`src/rtl/core/gsp_ram.sv`:
```
`default_nettype none
// ----------------------------------------------------------------------------
// gsp_ram: generic simple dual-port RAM
// One write port, one read port with registered read data.
// ----------------------------------------------------------------------------
module gsp_ram #(
	parameter int WIDTH = 8,
	parameter int DEPTH = 64
) (
	input  wire logic                     clk,
	input  wire logic                     we,
	input  wire logic [$clog2(DEPTH)-1:0] waddr,
	input  wire logic [WIDTH-1:0]         wdata,
	input  wire logic [$clog2(DEPTH)-1:0] raddr,
	output      logic [WIDTH-1:0]         rdata
);

	logic [WIDTH-1:0] mem [DEPTH];

	always_ff @(posedge clk) begin
		if (we) begin
			mem[waddr] <= wdata;
		end
		rdata <= mem[raddr];
	end

endmodule
`default_nettype wire

```
`config.mk`:
```
export PLATFORM = sky130hd
export DESIGN_NAME = gsp_ram
export DESIGN_NICKNAME = d
export VERILOG_FILES = /design/src/rtl/core/gsp_ram.sv
export SDC_FILE = /design/constraint.sdc
export NUM_CORES = 1
export LEC_CHECK = 0
export BUFFER_PORTS_ARGS = -buffer_cell sky130_fd_sc_hd__buf_2
export CAP_MARGIN = 20
export CORE_MARGIN = 5
export CORE_UTILIZATION = 25
export CTS_BUF_LIST = sky130_fd_sc_hd__clkbuf_4
export CTS_CLUSTER_DIAMETER = 150
export DETAILED_ROUTE_END_ITERATION = 10
export PLACE_DENSITY = 0.36
export SLEW_MARGIN = 20
export SYNTH_ARGS = -nofsm -noshare
export SYNTH_HDL_FRONTEND = slang
export SYNTH_SLANG_ARGS = --single-unit
```
`constraint.sdc`:
```
create_clock -name clk -period 4.4 [get_ports clk]
set_clock_uncertainty 0.2 [all_clocks]
set_input_delay 0.44 -clock clk [delete_from_list [all_inputs] [get_ports clk]]
set_output_delay 0.44 -clock clk [all_outputs]
set_load 0.01 [all_outputs]
```
==> results.env, run 1 <==
GRT_MAX_DEGREE=65
SYNTH_ENABLE_FLOP_CELLS=512
NETLIST_INSTANCES=940
TYPE_OF_THE_MOST_CRITICAL_HOLD_PATH='primary input to register'
RSZ_0062_RAISED_AFTER_GLOBAL_ROUTING='false'
GRT.TOTAL_USAGE_PCT=13.2
YS_TYPES=40
ENDPOINT_KIND='register'
MAX_FREQ_GHz=0.357
GRT_FIRST_PASS_WIRELENGTH_MM=80.5
WORST_R2R_PATH_DEPTH=5
STATIC-LEAKAGE-POWER_nW=7.48
NUMBER_OF_GLOBAL_ROUTE_VIAS_BEFORE_REPAIR=10900
CLOCK_PATH_BUFFERS=3
FLOORPLAN.DIE.HEIGHT_UM=294
MAX-SLEW-MARGIN-REL_PCT=27.0
DRIVE_ABOVE_1_SHARE_PCT=36.0
DRT_PRE_ANTENNA_ITERS=5
DP_HPWL_MM=34.8
ROOT_BUFFER='sky130_fd_sc_hd__clkbuf_4'
GRT_OVERFLOW=0
CP_DATA_ARRIVAL_TIME_NS=3.40
REGAREA_UM2=15500
YOSYS_WARNINGS=0
SYNTH.TOP_CELL.AREA_SHARE_PCT=76.2
DRT_ITER0_MARKERS=611
AVGVIACOUNTPERCELL=4.40
LAYOUT.NETS=1150
FINAL.SETUP.TNS_NS=0
ANT_NETS=0
SYNTH_SEQ_CELLS=520
VIAS=10100
SETUP_VIOL_COUNT_FINAL=0
WORST-ENDPOINT-REQUIRED_NS=5.00
CRIT_PATH_MAX_FANOUT=55
PLACEMENT_ROWS=104
NUMBER_OF_SETUP_BUFFERS_ADDED_AFTER_CTS=0
WORST_SKEW_PAIR.LATE_LATENCY_NS=0.97
HOLD-PATH-CELL-COUNT=4
YOSYSTOPAREACELL='sky130_fd_sc_hd__edfxtp_1'
POSTPLACECELLAREA_UM2=21700
DIE-WIDTH_UM=294
GP_ROUTABILITY_CONGESTION=0.735
GRT_ANTENNA_BEFORE_REPAIR=5
INITIAL_CORE_UTIL_PCT=25.1
CLK_PIN_SLEW_WORST_PATHS_NS=0.06
TRITONCTS='built'
FIN_WS_NS=1.60
LAYOUT_MIN_CYCLE_TIME_NS=2.80
TIMING_HOLD_VIOLATIONS_FINAL=0
POWER.IR.VDD_WORST_mV=0.178
TOTAL_POWER_mW=10.5
SYN_AREA_PER_CELL_UM2=21.5
WL_PER_CELL_UM=24.7
SYNTH_ASYNC_RESET_RATIO_PCT=0
SYNTH-SEQ-AREA-SHARE_PCT=77.0
POSTSYNTHNETCOUNT=962
HP-START='raddr[2]'
DESIGN.DIE.AREA_UM2=86400
PLACEABLECOREAREA_UM2=80300
IO_BUFFERS=29
RUN_STATUS='completed'
DPL_WORST_SLACK_NS=0.611
FINAL.FILL_COUNT=7937
SYN_STD_CELL_AREA_UM2=20200
REGTOREGSTARTPOINT='mem[24][6]$_DFFE_PP_'
POWER_DENSITY_nW_PER_UM2=441
WORST_SLEW_PIN_SLEW_NS=1.09
FIN_AREA_UM2=23700
YS.FLOP_TYPE='sky130_fd_sc_hd__edfxtp_1'
MAXSLEWVIOLCOUNT=0
CTS_MAX_LEVEL=4
R2R_SETUP_SLACK_NS=1.65
CTS_SINKS=520
HOLD-PATH-ENDPOINT='rdata[5]$_DFF_P_'
WORST_SETUP_PATH_START_KIND='primary input'
WL_MM=56.7
LAYOUT_WORST_PATH_CYCLE_SHARE_PCT=63.7
WORST_R2R_ENDPOINT='rdata[6]$_DFF_P_'
HOLD_WS_NS=0.226
TOTAL_CTS_BUFFERS=145
AREA_OF_THE_MULTI_INPUT_GATES_UM2=4330
DRC=0
AREA_GROWTH_PCT=17.8
IOS=30
SYNTHTOPCELLSBYAREA='sky130_fd_sc_hd__edfxtp_1 (76%), sky130_fd_sc_hd__mux4_2 (14%), sky130_fd_sc_hd__nor2_1 (1.5%)'
MAX_CAP_VIOL_COUNT=0
SETUP.WORST_PATH.CLASS='primary input to register'
==> metal layers <==
layer / share of wire [%] / global-route usage, % / vias up
met4: 1.6 / 4.31 / 0
met2: 47 / 20.7 / 253
li1: - / - / 4404
met1: 47 / 18.1 / 5369
met5: 0 / 0 / -
met3: 4.4 / 3.43 / 78
==> sequential cells by signal, summed over array words and instances, names as in the netlist <==
| name | count |
|---|---|
| mem | 512 |
| rdata | 8 |
==> cells in the mapped netlist, drive strengths merged, types with 3 or more instances <==
library cell and instances:
mux4 126, clkbuf 17, nand3 13, o221ai 8
o22ai 8, o2bb2ai 3, a21oi 3, a211oi 4
mux2i 23, a221oi 6, dfxtp 8, o2111ai 3
nor2 83, o21ai 4, nand2b 7, nand3b 3
mux2 13, nor2b 14, a22oi 3, edfxtp 512
nand2 19, nor3 7, buf 34
==> logic make-up (layout without fill, tap and decap cells) <==
family | count (synthesis) | count (layout) | share of synthesized area [%]
buffers and inverters | 51 | 338 | 1.57
muxes | 162 | 162 | 15.9
DFF | 520 | 520 | 77.0
AOI/OAI and AO/OA | 54 | 54 | 2.07
other | 0 | 7 | 0
and+or+nand+nor | 153 | 153 | 3.39
==> cells in the final DEF, fill, tap and decap left out, types with 4 or more instances in the layout <==
cell type,count
sky130_fd_sc_hd__mux4_2,126
sky130_fd_sc_hd__nand2b_1,7
sky130_fd_sc_hd__nand2_1,19
sky130_fd_sc_hd__diode_2,7
sky130_fd_sc_hd__mux2i_1,23
sky130_fd_sc_hd__a211oi_1,4
sky130_fd_sc_hd__dfxtp_1,8
sky130_fd_sc_hd__o221ai_1,8
sky130_fd_sc_hd__a221oi_1,6
sky130_fd_sc_hd__clkinv_1,19
sky130_fd_sc_hd__clkbuf_4,214
sky130_fd_sc_hd__nor3_1,5
sky130_fd_sc_hd__buf_2,26
sky130_fd_sc_hd__nand3_1,13
sky130_fd_sc_hd__nor2_1,83
sky130_fd_sc_hd__dlygate4sd3_1,20
sky130_fd_sc_hd__buf_4,42
sky130_fd_sc_hd__clkinv_2,4
sky130_fd_sc_hd__mux2_2,13
sky130_fd_sc_hd__o22ai_1,8
sky130_fd_sc_hd__edfxtp_1,512
sky130_fd_sc_hd__nor2b_1,14
==> worst max-delay path, cell delays in order <==
cell	delay (ns)
sky130_fd_sc_hd__buf_8	0.50
sky130_fd_sc_hd__buf_4	0.40
sky130_fd_sc_hd__mux4_2	0.54
sky130_fd_sc_hd__mux2_2	0.27
sky130_fd_sc_hd__o221a_2	0.27
sky130_fd_sc_hd__nor3_1	0.70
sky130_fd_sc_hd__o32ai_1	0.22
==> through the flow <==
step	cells	util, %
after detailed placement	2021	27.0
after floorplan	940	-
after CTS	2287	29.6
after global routing	2292	29.6
final	2294	29.6
after global placement	2019	27.0
==> final cells by class <==
| cell class | instances | area share, % |
|---|---|---|
| Antenna cell | 7 | 0.0738 |
| Clock buffer | 214 | 6.77 |
| Clock inverter | 32 | 0.911 |
| Multi-Input combinational cell | 369 | 18.2 |
| Sequential cell | 520 | 65.4 |
| Tap cell | 1060 | 5.58 |
| Timing Repair Buffer | 92 | 3.03 |
==> worst max path at each step <==
stage	slack (ns)	end	from	depth (start not counted)
floorplan	2.09	rdata[3]$_DFF_P_	raddr[1]	7
global placement	0.58	rdata[4]$_DFF_P_	raddr[0]	7
detailed placement	0.61	rdata[4]$_DFF_P_	raddr[0]	7
CTS	1.64	rdata[6]$_DFF_P_	mem[24][6]$_DFFE_PP_	5
global route	1.56	rdata[6]$_DFF_P_	mem[29][6]$_DFFE_PP_	5
finish	1.60	rdata[4]$_DFF_P_	raddr[0]	7
==> where the power goes <==
group	switching [mW]	internal, mW
Sequential	0.0225	5.48
Clock	2.02	2.39
Combinational	0.348	0.204
Total	2.39	8.07
==> repair_timing <==
action / 4_1_cts / 5_1_grt
hold endpoints to repair: 465 / 0
hold buffers: 20 / 0
resized for setup: 0 / 0
endpoints found under the setup margin: 0 / 0
Power figures use the tool's default switching activity.
==> inputs of run 2 (changes only) <==
- ABC_AREA: not set -> 1
- clock period: 4.4 -> 2.6 ns (I/O delays scaled with it)
==> run 2 against run 1 <==
Synthesized cell count is 92% higher. First-iteration DRC count is 81% higher. Highest routed layer unchanged. Clock power is 78% higher.
==> results.env, run 2 <==
RUN_STATUS='completed'
INITIAL_CORE_UTIL_PCT=25.1
CTS_MAX_LEVEL=4
CRIT_PATH_CELL_TRACE='dlygate4sd3_1 -> buf_6 -> clkinv_8 -> buf_12 -> buf_4 -> nand3_1 -> nand3_1 -> nand2_1 -> nand2_1 -> nand3_1 -> nand3_1 -> dlygate4sd3_1 -> nand2_1 -> dlygate4sd3_1'
LAYOUT_WORST_PATH_CYCLE_SHARE_PCT=98.2
CP_SLOWEST_STAGE_DELAY_NS=0.56
MAX_CAP_VIOL_COUNT=0
LAYOUT.NETS=2048
TOP_REGS='mem (512), rdata (8)'
SYNTH.TOP_CELL.AREA_SHARE_PCT=72.0
WORST-ENDPOINT-REQUIRED_NS=3.28
BUFFERS_INVERTERS_ON_CRITICAL_PATH=7
IOS=30
TOTAL_CTS_BUFFERS=153
DOMINANT_COMBINATIONAL_CELL_FAMILY_BY_AREA_AFTER_SYNTHESIS='simple AND/OR/NAND/NOR gates'
NUMBER_OF_SETUP_BUFFERS_ADDED_AFTER_CTS=0
TYPE_OF_THE_MOST_CRITICAL_HOLD_PATH='primary input to register'
GRT_MAX_DEGREE=73
GRT_FIRST_PASS_WIRELENGTH_MM=99.4
VIAS=14600
TOTAL_POWER_mW=18.4
WORST_SETUP_PATH_START_KIND='primary input'
ROOT_BUFFER='sky130_fd_sc_hd__clkbuf_4'
WORST_SKEW_PAIR.LATE_LATENCY_NS=0.99
POWER_DENSITY_nW_PER_UM2=718
NETLIST_INSTANCES=1805
YS_TYPES=16
ANT_NETS=0
WL_MM=67.7
LARGEST-REGISTER='mem'
ENDPOINT_KIND='register'
CP_DATA_ARRIVAL_TIME_NS=3.24
AVGVIACOUNTPERCELL=4.45
DRT_PRE_ANTENNA_ITERS=5
CLK_PIN_SLEW_WORST_PATHS_NS=0.06
DIE-WIDTH_UM=302
YOSYS_WARNINGS=0
WORST_SLEW_PIN_SLEW_NS=0.899
IO_BUFFERS=29
MAX_FREQ_GHz=0.392
AREA_GROWTH_PCT=20.2
STATIC-LEAKAGE-POWER_nW=9.38
POSTSYNTHNETCOUNT=1827
SLOWEST_STAGE='sky130_fd_sc_hd__dlygate4sd3_1'
CPMOSTUSEDCELL='sky130_fd_sc_hd__nand3_1'
SYNTH_ENABLE_FLOP_CELLS=512
YS.FLOP_TYPE='sky130_fd_sc_hd__edfxtp_1'
FINAL.SETUP.TNS_NS=0
TRITONCTS='built'
POWER.IR.VDD_WORST_mV=0.303
CTS_SINKS=520
GRT_OVERFLOW=0
SYNTHADDERAREAFRAC_PCT=0
REGAREA_UM2=15500
LAYOUT_MIN_CYCLE_TIME_NS=2.55
SYNTHXORXNORAREAFRAC_PCT=0
DRT_ITER0_MARKERS=1106
YOSYS.AREA_SHARE.SIMPLE_PCT=23.2
PLACEABLECOREAREA_UM2=85000
CRITICAL_PATH_DEPTH=14
FINAL_COMMON_CELL='sky130_fd_sc_hd__nand2_1'
SYNTH_MUX_AREA_SHARE_PCT=0
SYN_AREA_PER_CELL_UM2=11.8
CRIT_PATH_MAX_FANOUT=23
SYN_STD_CELL_AREA_UM2=21300
WL_PER_CELL_UM=20.6
SYNTH_COMPOUND_AREA_SHARE_PCT=0
DESIGN.DIE.AREA_UM2=91300
DP_HPWL_MM=38.8
DRIVE_ABOVE_1_SHARE_PCT=18.6
SYNTH_SEQ_CELLS=520
TIMING_HOLD_VIOLATIONS_FINAL=0
HOLD-PATH-CELL-COUNT=10
RSZ_0062_RAISED_AFTER_GLOBAL_ROUTING='false'
LARGEST_REG_FLOPS=512
GRT_ANTENNA_BEFORE_REPAIR=4
AREA_OF_THE_MULTI_INPUT_GATES_UM2=4970
FINAL.FILL_COUNT=8741
CP_TOP_FAMILY='buffers and inverters'
GRT.TOTAL_USAGE_PCT=14.8
NUMBER_OF_GLOBAL_ROUTE_VIAS_BEFORE_REPAIR=15000
HIGHEST_COUNT_CELLS_IN_THE_LAYOUT_IGNORING_FILL_AND_TAPS='sky130_fd_sc_hd__nand2_1 (646), sky130_fd_sc_hd__edfxtp_1 (512), sky130_fd_sc_hd__nand3_1 (435)'
DPL_WORST_SLACK_NS=0.138
DRC=0
SETUP_VIOL_COUNT_FINAL=0
CLOCK_PATH_BUFFERS=3
FIN_WS_NS=0.0466
SYNTH.CELLS.MOST_FREQUENT='sky130_fd_sc_hd__nand2_1 (648), sky130_fd_sc_hd__edfxtp_1 (512), sky130_fd_sc_hd__nand3_1 (439), sky130_fd_sc_hd__nor2_1 (56), sky130_fd_sc_hd__buf_2 (37)'
SYNTH-SEQ-AREA-SHARE_PCT=72.8
YOSYSTOPAREACELL='sky130_fd_sc_hd__edfxtp_1'
WORST_R2R_PATH_DEPTH=10
MAX-SLEW-MARGIN-REL_PCT=39.9
SYNTH_ASYNC_RESET_RATIO_PCT=0
PLACEMENT_ROWS=107
GP_ROUTABILITY_CONGESTION=0.735
SETUP.WORST_PATH.CLASS='primary input to register'
FLOORPLAN.DIE.HEIGHT_UM=302
MAXSLEWVIOLCOUNT=0
SYNTHTOPCELLSBYAREA='sky130_fd_sc_hd__edfxtp_1 (72%), sky130_fd_sc_hd__nand2_1 (11%), sky130_fd_sc_hd__nand3_1 (10%)'
YOSYS.CELL_COUNT.TOP_TYPE='sky130_fd_sc_hd__nand2_1'
## run 2: cell types whose count changed in the layout (fill, tap and decap cells not counted), moves of 13 or more
cell / previous run / this run
sky130_fd_sc_hd__buf_12: 3 / 22
sky130_fd_sc_hd__buf_4: 42 / 90
sky130_fd_sc_hd__dlygate4sd3_1: 20 / 36
sky130_fd_sc_hd__mux2_2: 13 / 0
sky130_fd_sc_hd__mux2i_1: 23 / 0
sky130_fd_sc_hd__mux4_2: 126 / 0
sky130_fd_sc_hd__nand2_1: 19 / 646
sky130_fd_sc_hd__nand3_1: 13 / 435
sky130_fd_sc_hd__nor2_1: 83 / 56
sky130_fd_sc_hd__nor2b_1: 14 / 0
## run 2: worst paths after layout
kind                                           start               end  slack (ns)
worst max-delay path                        raddr[1]  rdata[3]$_DFF_P_        0.05
worst min-delay path                        raddr[0]  rdata[2]$_DFF_P_        0.11
worst min register to register   mem[4][6]$_DFFE_PP_  rdata[6]$_DFF_P_        0.64
worst max register to register  mem[58][3]$_DFFE_PP_  rdata[3]$_DFF_P_        0.13
## run 2: cell families (layout without fill, tap and decap cells)
family	after synthesis	count (layout)
and+or+nand+nor	1160	1160
DFF	520	520
buffers and inverters	125	453
other	0	6
## run 2: repair_timing
action	CTS	global route
hold endpoints to repair	1032	0
endpoints found under the setup margin	0	3
gates resized for setup	0	11
hold buffers	36	0
## run 2: power by group
group | internal (mW) | total, mW | leakage (nW) | switching [mW]
Sequential | 9.28 | 9.32 | 4.67 | 0.0385
Combinational | 0.366 | 1.29 | 3.55 | 0.920
Clock | 4.25 | 7.83 | 1.16 | 3.58
Total | 13.9 | 18.4 | 9.38 | 4.53
## run 2: worst min-delay path, cell delays in order
cell and delay, ns:
sky130_fd_sc_hd__clkbuf_8 0.17, sky130_fd_sc_hd__buf_12 0.22, sky130_fd_sc_hd__nand2_1 0.08, sky130_fd_sc_hd__nand3_1 0.07
sky130_fd_sc_hd__nand3_1 0.06, sky130_fd_sc_hd__nand2_1 0.04, sky130_fd_sc_hd__nand2_1 0.05, sky130_fd_sc_hd__nand3_1 0.08
sky130_fd_sc_hd__nand3_1 0.11, sky130_fd_sc_hd__nand2_1 0.07
## run 2: metal layers
layer | GRT usage (%) | routed length, µm | share of wire (%) | up-vias
met2 | 22.2 | 30000 | 44 | 387
met4 | 4.97 | 1300 | 1.9 | 0
met3 | 3.17 | 3340 | 4.9 | 97
met5 | 0 | 0 | 0 | -
li1 | - | - | - | 6901
met1 | 21.2 | 33100 | 49 | 7220
## run 2: layout make-up
| class | count | share of cell area, % |
|---|---|---|
| Multi-Input combinational cell | 1160 | 19.4 |
| Tap cell | 1144 | 5.58 |
| Antenna cell | 6 | 0.0585 |
| Timing Repair Buffer | 179 | 6.58 |
| Inverter | 12 | 0.254 |
| Clock buffer | 225 | 6.58 |
| Sequential cell | 520 | 60.5 |
| Clock inverter | 37 | 1.02 |
## run 2: through the flow
stage,cells,hold WS [ns],instance area (µm²),util [%]
after floorplan,1805,0.159,21300,-
after global placement,2978,0.300,23300,27.4
after detailed placement,2978,0.304,23300,27.4
after CTS,3276,0.000519,25600,30.1
after global routing,3283,0.0631,25700,30.2
final,3283,0.114,25700,30.2
